## src/hdl/stepper_angle_move_pulser_unit_assert.svh

```systemverilog
// assertion helpers, expect clk and rst_n in scope
`ifndef STEPPER_ANGLE_MOVE_PULSER_UNIT_ASSERT_SVH
`define STEPPER_ANGLE_MOVE_PULSER_UNIT_ASSERT_SVH

// same-cycle implication
`define SAMPU_ASSERT_IMPLY(lbl, ante, cons) \
  lbl: assert property (@(posedge clk) disable iff (!rst_n) (ante) |-> (cons)) \
    else $error("sampu: same-cycle check failed");

// next-cycle implication
`define SAMPU_ASSERT_NEXT(lbl, ante, cons) \
  lbl: assert property (@(posedge clk) disable iff (!rst_n) (ante) |=> (cons)) \
    else $error("sampu: next-cycle check failed");

`endif

```

## src/hdl/sampu_pkg.sv

```systemverilog
`timescale 1ns / 1ps

package sampu_pkg;

  localparam int DEF_DELAY_BITS = 20;
  localparam int DEF_SWEPT_BITS = 40;

  localparam logic [29:0] FULL_TURN = 30'd360000000;

  localparam logic [28:0] PER_STEP_RST   = 29'd1800000;
  localparam logic [19:0] STEP_DELAY_RST = 20'd1000;
  localparam logic [15:0] NEXT_STEPS_RST = 16'd8;

  localparam int DIV_STEPS = 32;
  localparam int DIV_CNT_W = $clog2(DIV_STEPS);

  localparam int IQ_DEPTH = 2;
  localparam int IQ_PTR_W = $clog2(IQ_DEPTH);
  localparam int IQ_CNT_W = $clog2(IQ_DEPTH + 1);

  localparam int OQ_DEPTH = 2;
  localparam int OQ_PTR_W = $clog2(OQ_DEPTH);
  localparam int OQ_CNT_W = $clog2(OQ_DEPTH + 1);

  // input kind codes
  localparam logic [2:0] KIND_TICK     = 3'd0;
  localparam logic [2:0] KIND_MOVE_ABS = 3'd1;
  localparam logic [2:0] KIND_MOVE_REL = 3'd2;
  localparam logic [2:0] KIND_NEXT     = 3'd3;
  localparam logic [2:0] KIND_HOME     = 3'd4;

  typedef enum logic [1:0] {
    CFG_PER_STEP   = 2'd0,
    CFG_STEP_DELAY = 2'd1,
    CFG_NEXT_STEPS = 2'd2,
    CFG_NEXT_CCW   = 2'd3
  } cfg_idx_t;

  typedef enum logic [2:0] {
    OP_TICK,
    OP_MOVE_ABS,
    OP_MOVE_REL,
    OP_NEXT,
    OP_HOME,
    OP_NONE
  } op_t;

  typedef struct packed {
    op_t                op;
    logic signed [31:0] angle;
  } iq_entry_t;

  typedef struct packed {
    logic [28:0] per_step;
    logic [29:0] turn_add_cw;
    logic [29:0] turn_add_ccw;
    logic [15:0] next_steps;
    logic        next_ccw;
  } cfg_t;

  typedef struct packed {
    logic        start;
    logic [31:0] dividend;
    logic [28:0] divisor;
  } div_req_t;

  typedef struct packed {
    logic        done;
    logic [31:0] quotient;
  } div_rsp_t;

  typedef struct packed {
    logic               step_pin;
    logic               dir_pin;
    logic               busy;
    logic               rejected;
    logic [28:0]        angle;
    logic signed [31:0] step;
  } res_t;

endpackage

```

## src/hdl/stepper_angle_move_pulser_unit.sv

```systemverilog
`timescale 1ns / 1ps
// channel   | direction | handshake              | payload
// ----------+-----------+------------------------+---------------------------------------
// in_       | in        | push / full            | kind, angle_value
// out_      | out       | empty / pop            | step_pin, dir_pin, busy_res, rejected,
//           |           |                        | current_angle, current_step, angle_swept
// cfg_      | in        | valid / ready (ready=1)| index, wdata
//
// ticks, unknown kinds, next-move and rejected commands: done in ST_FETCH of the back end
// move to angle, move by delta, home: ST_DIFF and ST_DIV, on the 32-step serial divider
// a word passes the input queue, the back end and the output queue on its way to out_
// rst_n is synchronous; no memory needs a clearing pass, the block takes words right after
// a full output queue stalls the back end, which in turn fills the input queue
`include "stepper_angle_move_pulser_unit_assert.svh"

module stepper_angle_move_pulser_unit #(
  parameter int DELAY_BITS = sampu_pkg::DEF_DELAY_BITS,
  parameter int SWEPT_BITS = sampu_pkg::DEF_SWEPT_BITS
) (
  input  logic                   clk,
  input  logic                   rst_n,
  // input words
  input  logic                   in_push,
  output logic                   in_full,
  input  logic [2:0]             in_kind,
  input  logic signed [31:0]     in_angle_value,
  // result words
  output logic                   out_empty,
  input  logic                   out_pop,
  output logic                   out_step_pin,
  output logic                   out_dir_pin,
  output logic                   out_busy_res,
  output logic                   out_rejected,
  output logic [28:0]            out_current_angle,
  output logic signed [31:0]     out_current_step,
  output logic [SWEPT_BITS-1:0]  out_angle_swept,
  // register writes
  input  logic                   cfg_valid,
  output logic                   cfg_ready,
  input  logic [1:0]             cfg_index,
  input  logic [31:0]            cfg_wdata
);

  // pulse length cap follows the delay counter width
  localparam logic [31:0] DELAY_CAP = 32'((64'd1 << DELAY_BITS) - 64'd1);
  localparam logic [31:0] DELAY_RST =
      (32'(sampu_pkg::STEP_DELAY_RST) > DELAY_CAP) ? DELAY_CAP
                                                  : 32'(sampu_pkg::STEP_DELAY_RST);

  sampu_pkg::iq_entry_t   iq_head;
  logic                   iq_valid;
  logic                   iq_pop;
  sampu_pkg::div_req_t    div_req;
  sampu_pkg::div_rsp_t    div_rsp;
  logic                   oq_can_push;
  logic                   oq_push;
  sampu_pkg::res_t        oq_res_in;
  logic [SWEPT_BITS-1:0]  oq_swept_in;
  sampu_pkg::res_t        oq_res_out;

  // register file, with the derived step terms worked out at write time
  logic [28:0]            per_step_r;
  logic [29:0]            add_cw_r;
  logic [29:0]            add_ccw_r;
  logic [DELAY_BITS-1:0]  delay_load_r;
  logic [15:0]            next_steps_r;
  logic                   next_ccw_r;

  logic [28:0]            wr_per_step;
  logic [29:0]            wr_add_cw;
  logic [31:0]            wr_delay;
  logic                   cfg_we;
  sampu_pkg::cfg_t        cfg;

  assign cfg_ready = 1'b1;
  assign cfg_we    = cfg_valid && cfg_ready;

  // zero angle per step counts as one
  assign wr_per_step = (cfg_wdata[28:0] == '0) ? 29'd1 : cfg_wdata[28:0];
  // angle per step reduced modulo one full turn
  assign wr_add_cw   = ({1'b0, wr_per_step} >= sampu_pkg::FULL_TURN)
                       ? {1'b0, wr_per_step} - sampu_pkg::FULL_TURN
                       : {1'b0, wr_per_step};
  // zero delay counts as one
  assign wr_delay    = (cfg_wdata[19:0] == '0) ? 32'd1 : {12'b0, cfg_wdata[19:0]};

  always_ff @(posedge clk) begin
    if (!rst_n) begin
      per_step_r   <= sampu_pkg::PER_STEP_RST;
      add_cw_r     <= {1'b0, sampu_pkg::PER_STEP_RST};
      add_ccw_r    <= sampu_pkg::FULL_TURN - {1'b0, sampu_pkg::PER_STEP_RST};
      delay_load_r <= DELAY_RST[DELAY_BITS-1:0];
      next_steps_r <= sampu_pkg::NEXT_STEPS_RST;
      next_ccw_r   <= 1'b0;
    end else if (cfg_we) begin
      unique case (cfg_index)
        sampu_pkg::CFG_PER_STEP: begin
          per_step_r <= wr_per_step;
          add_cw_r   <= wr_add_cw;
          add_ccw_r  <= sampu_pkg::FULL_TURN - wr_add_cw;
        end
        sampu_pkg::CFG_STEP_DELAY: begin
          delay_load_r <= (wr_delay > DELAY_CAP) ? DELAY_CAP[DELAY_BITS-1:0]
                                                 : wr_delay[DELAY_BITS-1:0];
        end
        sampu_pkg::CFG_NEXT_STEPS: begin
          next_steps_r <= cfg_wdata[15:0];
        end
        sampu_pkg::CFG_NEXT_CCW: begin
          next_ccw_r <= cfg_wdata[0];
        end
        default: begin
          next_ccw_r <= next_ccw_r;
        end
      endcase
    end
  end

  assign cfg.per_step     = per_step_r;
  assign cfg.turn_add_cw  = add_cw_r;
  assign cfg.turn_add_ccw = add_ccw_r;
  assign cfg.next_steps   = next_steps_r;
  assign cfg.next_ccw     = next_ccw_r;

  // front end: decode kind and buffer words
  sampu_front u_front (
    .clk        (clk),
    .rst_n      (rst_n),
    .push       (in_push),
    .kind       (in_kind),
    .angle      (in_angle_value),
    .full       (in_full),
    .head       (iq_head),
    .head_valid (iq_valid),
    .pop        (iq_pop)
  );

  // shared serial divider for angle to step conversion
  sampu_div u_div (
    .clk   (clk),
    .rst_n (rst_n),
    .req   (div_req),
    .rsp   (div_rsp)
  );

  // back end: holds position state, runs ticks and commands in order
  sampu_back #(
    .DELAY_BITS (DELAY_BITS),
    .SWEPT_BITS (SWEPT_BITS)
  ) u_back (
    .clk          (clk),
    .rst_n        (rst_n),
    .head         (iq_head),
    .head_valid   (iq_valid),
    .head_pop     (iq_pop),
    .cfg          (cfg),
    .delay_load   (delay_load_r),
    .div_req      (div_req),
    .div_rsp      (div_rsp),
    .out_can_push (oq_can_push),
    .out_push     (oq_push),
    .out_res      (oq_res_in),
    .out_swept    (oq_swept_in)
  );

  // result queue decouples the back end from the consumer
  sampu_outq #(
    .SWEPT_BITS (SWEPT_BITS)
  ) u_outq (
    .clk       (clk),
    .rst_n     (rst_n),
    .push      (oq_push),
    .res_in    (oq_res_in),
    .swept_in  (oq_swept_in),
    .can_push  (oq_can_push),
    .pop       (out_pop),
    .empty     (out_empty),
    .res_out   (oq_res_out),
    .swept_out (out_angle_swept)
  );

  assign out_step_pin      = oq_res_out.step_pin;
  assign out_dir_pin       = oq_res_out.dir_pin;
  assign out_busy_res      = oq_res_out.busy;
  assign out_rejected      = oq_res_out.rejected;
  assign out_current_angle = oq_res_out.angle;
  assign out_current_step  = oq_res_out.step;

  // a rejected command leaves a move in flight
  `SAMPU_ASSERT_IMPLY(a_reject_busy, !out_empty && out_rejected, out_busy_res)
  // a high step pulse always belongs to an unfinished step
  `SAMPU_ASSERT_IMPLY(a_pulse_busy, !out_empty && out_step_pin, out_busy_res)
  // shown angle stays inside one turn
  `SAMPU_ASSERT_IMPLY(a_angle_wrap, !out_empty,
                      {1'b0, out_current_angle} < sampu_pkg::FULL_TURN)
  // a start request leaves the divider running, with done low
  `SAMPU_ASSERT_NEXT(a_div_start, div_req.start, !div_rsp.done)

endmodule

```

## src/hdl/sampu_front.sv

```systemverilog
`timescale 1ns / 1ps

module sampu_front (
  input  logic                  clk,
  input  logic                  rst_n,
  input  logic                  push,
  input  logic [2:0]            kind,
  input  logic signed [31:0]    angle,
  output logic                  full,
  output sampu_pkg::iq_entry_t  head,
  output logic                  head_valid,
  input  logic                  pop
);

  sampu_pkg::iq_entry_t                 mem_r [sampu_pkg::IQ_DEPTH];
  logic [sampu_pkg::IQ_PTR_W-1:0]       wr_ptr_r;
  logic [sampu_pkg::IQ_PTR_W-1:0]       rd_ptr_r;
  logic [sampu_pkg::IQ_CNT_W-1:0]       cnt_r;
  sampu_pkg::op_t                       op;
  logic                                 do_push;
  logic                                 do_pop;

  always_comb begin
    unique case (kind)
      sampu_pkg::KIND_TICK:     op = sampu_pkg::OP_TICK;
      sampu_pkg::KIND_MOVE_ABS: op = sampu_pkg::OP_MOVE_ABS;
      sampu_pkg::KIND_MOVE_REL: op = sampu_pkg::OP_MOVE_REL;
      sampu_pkg::KIND_NEXT:     op = sampu_pkg::OP_NEXT;
      sampu_pkg::KIND_HOME:     op = sampu_pkg::OP_HOME;
      default:                  op = sampu_pkg::OP_NONE;
    endcase
  end

  assign full       = (cnt_r == sampu_pkg::IQ_CNT_W'(sampu_pkg::IQ_DEPTH));
  assign head_valid = (cnt_r != '0);
  assign head       = mem_r[rd_ptr_r];
  assign do_push    = push && !full;
  assign do_pop     = pop && head_valid;

  always_ff @(posedge clk) begin
    if (do_push) begin
      mem_r[wr_ptr_r] <= '{op: op, angle: angle};
    end
  end

  always_ff @(posedge clk) begin
    if (!rst_n) begin
      wr_ptr_r <= '0;
      rd_ptr_r <= '0;
      cnt_r    <= '0;
    end else begin
      if (do_push) begin
        wr_ptr_r <= wr_ptr_r + 1'b1;
      end
      if (do_pop) begin
        rd_ptr_r <= rd_ptr_r + 1'b1;
      end
      if (do_push && !do_pop) begin
        cnt_r <= cnt_r + 1'b1;
      end else if (do_pop && !do_push) begin
        cnt_r <= cnt_r - 1'b1;
      end
    end
  end

endmodule

```

## src/hdl/sampu_div.sv

```systemverilog
`timescale 1ns / 1ps

module sampu_div (
  input  logic                 clk,
  input  logic                 rst_n,
  input  sampu_pkg::div_req_t  req,
  output sampu_pkg::div_rsp_t  rsp
);

  logic                              run_r;
  logic [sampu_pkg::DIV_CNT_W-1:0]   cnt_r;
  logic [28:0]                       rem_r;
  logic [31:0]                       quo_r;
  logic [28:0]                       dvs_r;
  logic [29:0]                       trial;
  logic [29:0]                       trial_sub;
  logic                              ge;

  // one restoring step per cycle, msb first
  assign trial     = {rem_r, quo_r[31]};
  assign trial_sub = trial - {1'b0, dvs_r};
  assign ge        = (trial >= {1'b0, dvs_r});

  assign rsp.done     = !run_r;
  assign rsp.quotient = quo_r;

  always_ff @(posedge clk) begin
    if (!rst_n) begin
      run_r <= 1'b0;
      cnt_r <= '0;
    end else if (req.start) begin
      run_r <= 1'b1;
      cnt_r <= sampu_pkg::DIV_CNT_W'(sampu_pkg::DIV_STEPS - 1);
    end else if (run_r) begin
      if (cnt_r == '0) begin
        run_r <= 1'b0;
      end else begin
        cnt_r <= cnt_r - 1'b1;
      end
    end
  end

  always_ff @(posedge clk) begin
    if (req.start) begin
      rem_r <= '0;
      quo_r <= req.dividend;
      dvs_r <= req.divisor;
    end else if (run_r) begin
      rem_r <= ge ? trial_sub[28:0] : trial[28:0];
      quo_r <= {quo_r[30:0], ge};
    end
  end

endmodule

```

## src/hdl/sampu_outq.sv

```systemverilog
`timescale 1ns / 1ps

module sampu_outq #(
  parameter int SWEPT_BITS = sampu_pkg::DEF_SWEPT_BITS
) (
  input  logic                   clk,
  input  logic                   rst_n,
  input  logic                   push,
  input  sampu_pkg::res_t        res_in,
  input  logic [SWEPT_BITS-1:0]  swept_in,
  output logic                   can_push,
  input  logic                   pop,
  output logic                   empty,
  output sampu_pkg::res_t        res_out,
  output logic [SWEPT_BITS-1:0]  swept_out
);

  sampu_pkg::res_t                   res_mem_r   [sampu_pkg::OQ_DEPTH];
  logic [SWEPT_BITS-1:0]             swept_mem_r [sampu_pkg::OQ_DEPTH];
  logic [sampu_pkg::OQ_PTR_W-1:0]    wr_ptr_r;
  logic [sampu_pkg::OQ_PTR_W-1:0]    rd_ptr_r;
  logic [sampu_pkg::OQ_CNT_W-1:0]    cnt_r;
  logic                              do_push;
  logic                              do_pop;

  assign can_push  = (cnt_r != sampu_pkg::OQ_CNT_W'(sampu_pkg::OQ_DEPTH));
  assign empty     = (cnt_r == '0);
  assign res_out   = res_mem_r[rd_ptr_r];
  assign swept_out = swept_mem_r[rd_ptr_r];
  assign do_push   = push && can_push;
  assign do_pop    = pop && !empty;

  always_ff @(posedge clk) begin
    if (do_push) begin
      res_mem_r[wr_ptr_r]   <= res_in;
      swept_mem_r[wr_ptr_r] <= swept_in;
    end
  end

  always_ff @(posedge clk) begin
    if (!rst_n) begin
      wr_ptr_r <= '0;
      rd_ptr_r <= '0;
      cnt_r    <= '0;
    end else begin
      if (do_push) begin
        wr_ptr_r <= wr_ptr_r + 1'b1;
      end
      if (do_pop) begin
        rd_ptr_r <= rd_ptr_r + 1'b1;
      end
      if (do_push && !do_pop) begin
        cnt_r <= cnt_r + 1'b1;
      end else if (do_pop && !do_push) begin
        cnt_r <= cnt_r - 1'b1;
      end
    end
  end

endmodule

```

## src/hdl/sampu_back.sv

```systemverilog
`timescale 1ns / 1ps

module sampu_back #(
  parameter int DELAY_BITS = sampu_pkg::DEF_DELAY_BITS,
  parameter int SWEPT_BITS = sampu_pkg::DEF_SWEPT_BITS
) (
  input  logic                   clk,
  input  logic                   rst_n,
  input  sampu_pkg::iq_entry_t   head,
  input  logic                   head_valid,
  output logic                   head_pop,
  input  sampu_pkg::cfg_t        cfg,
  input  logic [DELAY_BITS-1:0]  delay_load,
  output sampu_pkg::div_req_t    div_req,
  input  sampu_pkg::div_rsp_t    div_rsp,
  input  logic                   out_can_push,
  output logic                   out_push,
  output sampu_pkg::res_t        out_res,
  output logic [SWEPT_BITS-1:0]  out_swept
);

  typedef enum logic [1:0] {
    ST_FETCH,
    ST_DIFF,
    ST_DIV
  } state_t;

  state_t                 st_r, st_nxt;
  logic [31:0]            steps_left_r, steps_left_nxt;
  logic                   ccw_r, ccw_nxt;
  logic                   pulse_r, pulse_nxt;
  logic [DELAY_BITS-1:0]  delay_r, delay_nxt;
  logic [28:0]            angle_r, angle_nxt;
  logic signed [31:0]     net_r, net_nxt;
  logic [SWEPT_BITS-1:0]  swept_r, swept_nxt;
  logic                   clr_r, clr_nxt;
  logic signed [33:0]     diff_r, diff_nxt;
  logic                   home_r, home_nxt;

  logic                   busy;
  logic                   rejected;
  logic [29:0]            ang_sum;
  logic [29:0]            ang_wrap;
  logic [SWEPT_BITS:0]    swept_sum;
  logic [SWEPT_BITS-1:0]  swept_sat;
  logic [33:0]            mag_wide;
  logic signed [33:0]     target;
  logic [33:0]            base;
  logic [31:0]            quot;

  assign busy = (steps_left_r != '0);

  // wrapped angle after one step, add terms are already no more than one turn
  assign ang_sum  = {1'b0, angle_r} + (ccw_r ? cfg.turn_add_ccw : cfg.turn_add_cw);
  assign ang_wrap = (ang_sum >= sampu_pkg::FULL_TURN) ? ang_sum - sampu_pkg::FULL_TURN
                                                      : ang_sum;

  assign swept_sum = {1'b0, swept_r} + (SWEPT_BITS + 1)'(cfg.per_step);
  assign swept_sat = swept_sum[SWEPT_BITS] ? '1 : swept_sum[SWEPT_BITS-1:0];

  // home is a move to angle zero
  assign target   = (head.op == sampu_pkg::OP_HOME) ? '0 : 34'(head.angle);
  assign base     = (head.op == sampu_pkg::OP_MOVE_REL) ? '0 : {5'b0, angle_r};
  assign mag_wide = diff_r[33] ? 34'(-diff_r) : 34'(diff_r);
  assign quot     = div_rsp.quotient;

  always_comb begin
    st_nxt         = st_r;
    steps_left_nxt = steps_left_r;
    ccw_nxt        = ccw_r;
    pulse_nxt      = pulse_r;
    delay_nxt      = delay_r;
    angle_nxt      = angle_r;
    net_nxt        = net_r;
    swept_nxt      = swept_r;
    clr_nxt        = clr_r;
    diff_nxt       = diff_r;
    home_nxt       = home_r;
    head_pop       = 1'b0;
    out_push       = 1'b0;
    rejected       = 1'b0;
    div_req.start    = 1'b0;
    div_req.dividend = mag_wide[31:0];
    div_req.divisor  = cfg.per_step;

    unique case (st_r)
      ST_FETCH: begin
        if (head_valid && out_can_push) begin
          head_pop = 1'b1;
          priority if (head.op == sampu_pkg::OP_NONE) begin
            out_push = 1'b1;
          end else if (head.op == sampu_pkg::OP_TICK) begin
            out_push = 1'b1;
            if (pulse_r) begin
              if (delay_r != '0) begin
                delay_nxt = delay_r - 1'b1;
              end
              if (delay_r <= DELAY_BITS'(1)) begin
                pulse_nxt      = 1'b0;
                angle_nxt      = ang_wrap[28:0];
                net_nxt        = ccw_r ? net_r - 32'sd1 : net_r + 32'sd1;
                swept_nxt      = swept_sat;
                steps_left_nxt = steps_left_r - 32'd1;
                if (steps_left_r == 32'd1 && clr_r) begin
                  swept_nxt = '0;
                  clr_nxt   = 1'b0;
                end
              end
            end else if (busy) begin
              delay_nxt = delay_load;
              pulse_nxt = 1'b1;
            end
          end else if (busy) begin
            rejected = 1'b1;
            out_push = 1'b1;
          end else if (head.op == sampu_pkg::OP_NEXT) begin
            out_push       = 1'b1;
            steps_left_nxt = {16'b0, cfg.next_steps};
            ccw_nxt        = cfg.next_ccw && (cfg.next_steps != '0);
          end else begin
            diff_nxt = target - $signed(base);
            home_nxt = (head.op == sampu_pkg::OP_HOME);
            st_nxt   = ST_DIFF;
          end
        end
      end
      ST_DIFF: begin
        div_req.start = 1'b1;
        st_nxt        = ST_DIV;
      end
      ST_DIV: begin
        if (div_rsp.done && out_can_push) begin
          out_push       = 1'b1;
          steps_left_nxt = quot;
          ccw_nxt        = diff_r[33] && (quot != '0);
          if (home_r) begin
            if (quot == '0) begin
              swept_nxt = '0;
              clr_nxt   = 1'b0;
            end else begin
              clr_nxt = 1'b1;
            end
          end
          st_nxt = ST_FETCH;
        end
      end
      default: begin
        st_nxt = ST_FETCH;
      end
    endcase

    out_res.step_pin = pulse_nxt;
    out_res.dir_pin  = ccw_nxt;
    out_res.busy     = (steps_left_nxt != '0);
    out_res.rejected = rejected;
    out_res.angle    = angle_nxt;
    out_res.step     = net_nxt;
    out_swept        = swept_nxt;
  end

  always_ff @(posedge clk) begin
    if (!rst_n) begin
      st_r         <= ST_FETCH;
      steps_left_r <= '0;
      ccw_r        <= 1'b0;
      pulse_r      <= 1'b0;
      delay_r      <= '0;
      angle_r      <= '0;
      net_r        <= '0;
      swept_r      <= '0;
      clr_r        <= 1'b0;
    end else begin
      st_r         <= st_nxt;
      steps_left_r <= steps_left_nxt;
      ccw_r        <= ccw_nxt;
      pulse_r      <= pulse_nxt;
      delay_r      <= delay_nxt;
      angle_r      <= angle_nxt;
      net_r        <= net_nxt;
      swept_r      <= swept_nxt;
      clr_r        <= clr_nxt;
    end
  end

  always_ff @(posedge clk) begin
    diff_r <= diff_nxt;
    home_r <= home_nxt;
  end

endmodule

```

## config.mk

```make
export PLATFORM = sky130hd
export DESIGN_NAME = stepper_angle_move_pulser_unit
export DESIGN_NICKNAME = d
export VERILOG_FILES = /design/src/hdl/sampu_pkg.sv /design/src/hdl/stepper_angle_move_pulser_unit.sv /design/src/hdl/sampu_front.sv /design/src/hdl/sampu_div.sv /design/src/hdl/sampu_outq.sv /design/src/hdl/sampu_back.sv
export VERILOG_INCLUDE_DIRS = /design/src /design/src/hdl
export SDC_FILE = /design/constraint.sdc
export NUM_CORES = 2
export LEC_CHECK = 0
export ABC_AREA = 1
export BUFFER_PORTS_ARGS = -buffer_cell sky130_fd_sc_hd__buf_2
export CAP_MARGIN = 20
export CORE_MARGIN = 3
export CORE_UTILIZATION = 59
export DETAILED_ROUTE_END_ITERATION = 8
export PLACE_DENSITY = 0.85
export SYNTH_ARGS = -nofsm -noshare
export SYNTH_HDL_FRONTEND = slang
export SYNTH_SLANG_ARGS = --single-unit
export TNS_END_PERCENT = 20
```

## constraint.sdc

```tcl
create_clock -name clk -period 15.61 [get_ports clk]
set_clock_uncertainty 0.15 [all_clocks]
set_input_delay 1.561 -clock clk [delete_from_list [all_inputs] [get_ports clk]]
set_output_delay 1.561 -clock clk [all_outputs]
set_load 0.02 [all_outputs]
```

* Word-level counts from Yosys, hierarchy flattened *
Memory sizes are Yosys's and may differ from the RTL's. A register that Yosys moved wholly into a read port is not among the register bits.
Index checks and enable logic that the tools add are counted.

storage, ports and cells
  output and inout bits = 108
  bits in writable memories = 280
  bits of input ports = 74
  register bits = 423
  memories kept = 3
  logic and storage cells = 253

memories
  name                words  bits a word  rd ports  clocked after Yosys merged registers in  wr ports  RTL line           text
  u_outq.res_mem_r    2      65           1         1                                        1         sampu_outq.sv:18   sampu_pkg::res_t res_mem_r [sampu_pkg::OQ_DEPTH];
  u_outq.swept_mem_r  2      40           1         1                                        1         sampu_outq.sv:19   logic [SWEPT_BITS-1:0] swept_mem_r [sampu_pkg::OQ_DEPTH];
  u_front.mem_r       2      35           1         1                                        1         sampu_front.sv:15  sampu_pkg::iq_entry_t mem_r [sampu_pkg::IQ_DEPTH];

operators by class
  multiplexer cells = 114
  $add $sub $neg = 21
  eq/ne operators = 29
  reductions and logical operators = 49
  bitwise logic cells = 4
  order comparisons = 5

operator list
  operator                                                             count
  two-way mux 32 bit                                                   18
  two-way mux 40 bit                                                   10
  two-way mux 29 bit                                                   10
  two-way mux 20 bit                                                   5
  nonzero test 32 bit                                                  3
  case mux 40 bit (2 select lines)                                     1
  case mux 32 bit (2 select lines)                                     1
  two-way mux 30 bit                                                   2
  two-way mux 1 bit                                                    48
  adder 40 x 29 -> 41 bit                                              1
  two-way mux 34 bit                                                   1
  subtractor 34 bit                                                    1
  adder 32 x 2 -> 32 bit, second input constant                        1
  equality test 32 x 1 -> 1 bit, second input constant                 1
  zero test 32 bit                                                     1
  negation 32 bit                                                      1
  subtractor 32 x 1 -> 32 bit, second input constant                   1
  subtractor 32 x 2 -> 32 bit, second input constant                   1
  adder 29 x 30 -> 30 bit                                              1
  greater-or-equal comparator 30 x 29 -> 1 bit                         1
  greater-or-equal comparator 30 x 29 -> 1 bit, second input constant  1
  subtractor 29 x 29 -> 30 bit, second input constant                  1
  subtractor 29 x 30 -> 30 bit, first input constant                   1
  greater-or-equal comparator 29 bit, second input constant            1
  other kinds (35)                                                     109

* Logic depth before layout (Yosys ltp) *
  depth after elaboration = 12
  mapped depth = 28

* By module *
A second synthesis with hierarchy kept.

second synthesis, totals
  cell total of the unflattened synthesis = 5,837
  area total of the unflattened synthesis = 43,904.6 um^2

modules (own cells, without submodules)
  module                          instances  area an instance (um^2)  cells an instance
  sampu_back                      1          20,759.9                 3,553
  sampu_outq                      1          8,067.7                  365
  sampu_div                       1          6,080.8                  872
  stepper_angle_move_pulser_unit  1          6,052.1                  897
  sampu_front                     1          2,944.1                  150

* Least setup slack after synthesis *
OpenSTA, ideal clock, no wires.

  path type = register to register
  start = register with a tool-made name
  end = memory u_outq.res_mem_r[1][0] (netlist name) (enable)
  period minus slack after synthesis = 6.534 ns
  data arrival time = 5.813 ns
  path slack = 9.076 ns
  cell stages (with the launch flop) = 11
  cells stage by stage = dfxtp_1 > buf_4 > o21ai_2 > inv_1 > nor2_1 > nand2_1 > buf_2 > buf_2 > nand4_1 > a21oi_1 > nor2_1

RTL lines
  element           RTL line
  end: declaration  sampu_outq.sv:18

==> qor.csv <==
metric,value,unit
wl_per_cell,18.1,um
postSynthCellCount,5430,
slew_viol_final,0,
grt_pass1_vias,35400,
grt_pass1_wl,187000,um
synthesis.area,41700,um^2
drt-pass1-iter-count,6,
synth_nets,5667,
vias,37800,
synth_edf_count,375,
cts_setup_buffers,0,
design_area,46000,um^2
place_congestion,1.01,
cts-resized-gates,0,
clock-sinks,694,
grt_max_degree,105,
final_period_minus_worst_setup_slack,5440,ps
cts_max_path_buffers,3,
grt_use_total,31.4,%
htreeDepth,3,
hold_path_class,flop to flop,
antenna_found_initial,6,
rsz0062_at_grt,no,
pwr_density_cell,157,nW/um^2
layout_worst_path_cycle_share,34.9,%
ys_types,70,
critical_path_class,flop to flop,
setup_ws,10170,ps
arrival,5650,ps
avgSynthCellArea,7.68,um^2
place_area,43400,um^2
hold_viol_final,0,
crit_path_top_delay_cell,inv_2,
fin_util,66.4,%
io_pins,182,
core,69300,um^2
numCtsBuffers,76,
start_util,60.2,%
portBuffers,177,
final_nets,5780,
cts_root_buffer,clkbuf_16,
path_common_cell,inv_1,
die_h,272,um
drc_errors,0,
cpPeakStageDelay,720,ps
path_clk_slew,60,ps
critPathMaxFanout,89,
synth_warnings,0,
ys_ff_latch,694,
ys_async_sr_fraction,0,%
insertion_delay,630,ps
avgViaCountPerCell,5.77,
timing.fmax,184,MHz
totalWireLength,119000,um
area_growth,10.3,%
ys_seq_area_share,42.3,%
critPathRequiredTime,15820,ps
drive_above_1_share,10.3,%
path_cells,"buf_4, nor2_4, buf_4, inv_1, nor2_4, inv_1, nor2_1, inv_1, nor2_4, buf_4, inv_2, o21ai_0, inv_1",
overflow,0,
die_w,272,um
design.die.area,73900,um^2
cts_hold_buf,0,
whs,304,ps
mostFrequentLayoutCells,"1478 x nand2_1, 626 x inv_1, 436 x a21oi_1",
dp_worst_setup_slack,10330,ps
hpwlAfterDp,85600,um
finalSetupTns,0,ps
drtIter0Drc,4534,
tightestPinTransition,1150,ps
report.final.setup_viol,0,
rows,96,
cap_violations,0,
ant_nets,0,
layout_commonest_cell,nand2_1,
cp-end-kind,flop,
synth_ff_type,edfxtp_1,
relSlewSlack,23.5,%
run_status,completed,
cts_tree,built,
critPathLaunchType,flop,
leakagePower,20.9,nW
ir_drop,172,uV
## flip-flops by register name, summed over array words and instances, names as in the netlist, 32 cells and up, named ones only
| register | count |
|---|---|
| u_back.diff_r | 33 |
| u_back.net_r | 32 |
| u_back.steps_left_r | 32 |
| u_back.swept_r | 40 |
| u_div.quo_r | 32 |
| u_front.mem_r | 70 |
| u_outq.res_mem_r | 130 |
| u_outq.swept_mem_r | 80 |
## report_power, final
group	switching, W	internal [W]
Clock	0.000763	0.00110
Sequential	0.000165	0.00236
Combinational	0.00190	0.000917
Total	0.00283	0.00438
## routing by layer
metal / vias up / GRT usage, % / routed length [um]
met2: 1753 / 49.6 / 52400
li1: 18400 / - / -
met5: - / 0 / 30
met1: 17300 / 42.4 / 49000
met4: 4 / 14.9 / 6200
met3: 300 / 5.07 / 10900
## synth_stat cells, types with 17 or more instances
library cell | n | area, um^2
xor2_1 | 100 | 876
a31oi_1 | 25 | 156
nand3_1 | 244 | 1220
o211ai_1 | 34 | 255
ha_1 | 158 | 1980
mux2_2 | 137 | 1540
nor2_1 | 423 | 1590
nor3_1 | 64 | 320
clkbuf_1 | 131 | 492
inv_2 | 17 | 63.8
o21ai_1 | 19 | 95.1
a21o_1 | 24 | 180
o21a_1 | 19 | 143
buf_2 | 22 | 110
a21oi_1 | 436 | 2180
nor4_1 | 30 | 188
or2_2 | 27 | 169
a211oi_1 | 26 | 195
nand4_1 | 88 | 551
inv_1 | 626 | 2350
edfxtp_1 | 375 | 11300
o21ai_0 | 354 | 1770
nand2_1 | 1478 | 5550
dfxtp_1 | 319 | 6390
xnor2_1 | 67 | 587
## worst paths after layout
kind	startpoint	endpoint	slack [ps]	depth (start not counted)
max	u_back.st_r[0]	u_outq.res_mem_r[1][28]	10170	13
min reg2reg	add_cw_r[14]	add_cw_r[14]	300	2
max reg2reg	u_back.st_r[0]	u_outq.res_mem_r[1][28]	10170	13
min	add_cw_r[14]	add_cw_r[14]	300	2
## kinds of logic after synthesis
logic type	count (synthesis)	share of synthesized area, %
AND/OR/NAND/NOR	2420	24.2
AO/OA/AOI/OAI	1022	13.7
buffers and inverters	825	7.60
flip-flops	694	42.3
XOR/XNOR	168	3.55
adder cells (fa/ha/maj)	163	4.98
multiplexers	137	3.70
other	1	0.00899
## layout make-up
class | instances | area [um^2]
antenna | 13 | 32.5
clock buffer | 95 | 2080
clock inverter | 44 | 520
fill | 5694 | 23300
inverter | 647 | 2430
multi-input combinational | 3911 | 21000
sequential | 694 | 17700
tap | 931 | 1160
timing repair buffer | 213 | 1160
## critical path, delay by kind of cell (launching register included)
kind                   cells  cell delay [ps]
DFF                        1              300
buffers and inverters      8             3290
AOI/OAI and AO/OA          1              460
and+or+nand+nor            4              930
## per-stage QoR
step,total power [W],cells
2_1_floorplan,0.00457,5430
3_3_place_gp,0.00525,6396
3_5_place_dp,0.00532,6396
4_1_cts,0.00719,6535
5_1_grt,0.00761,6537
6_report,0.00721,6548
(Power assumes the default switching activity.)
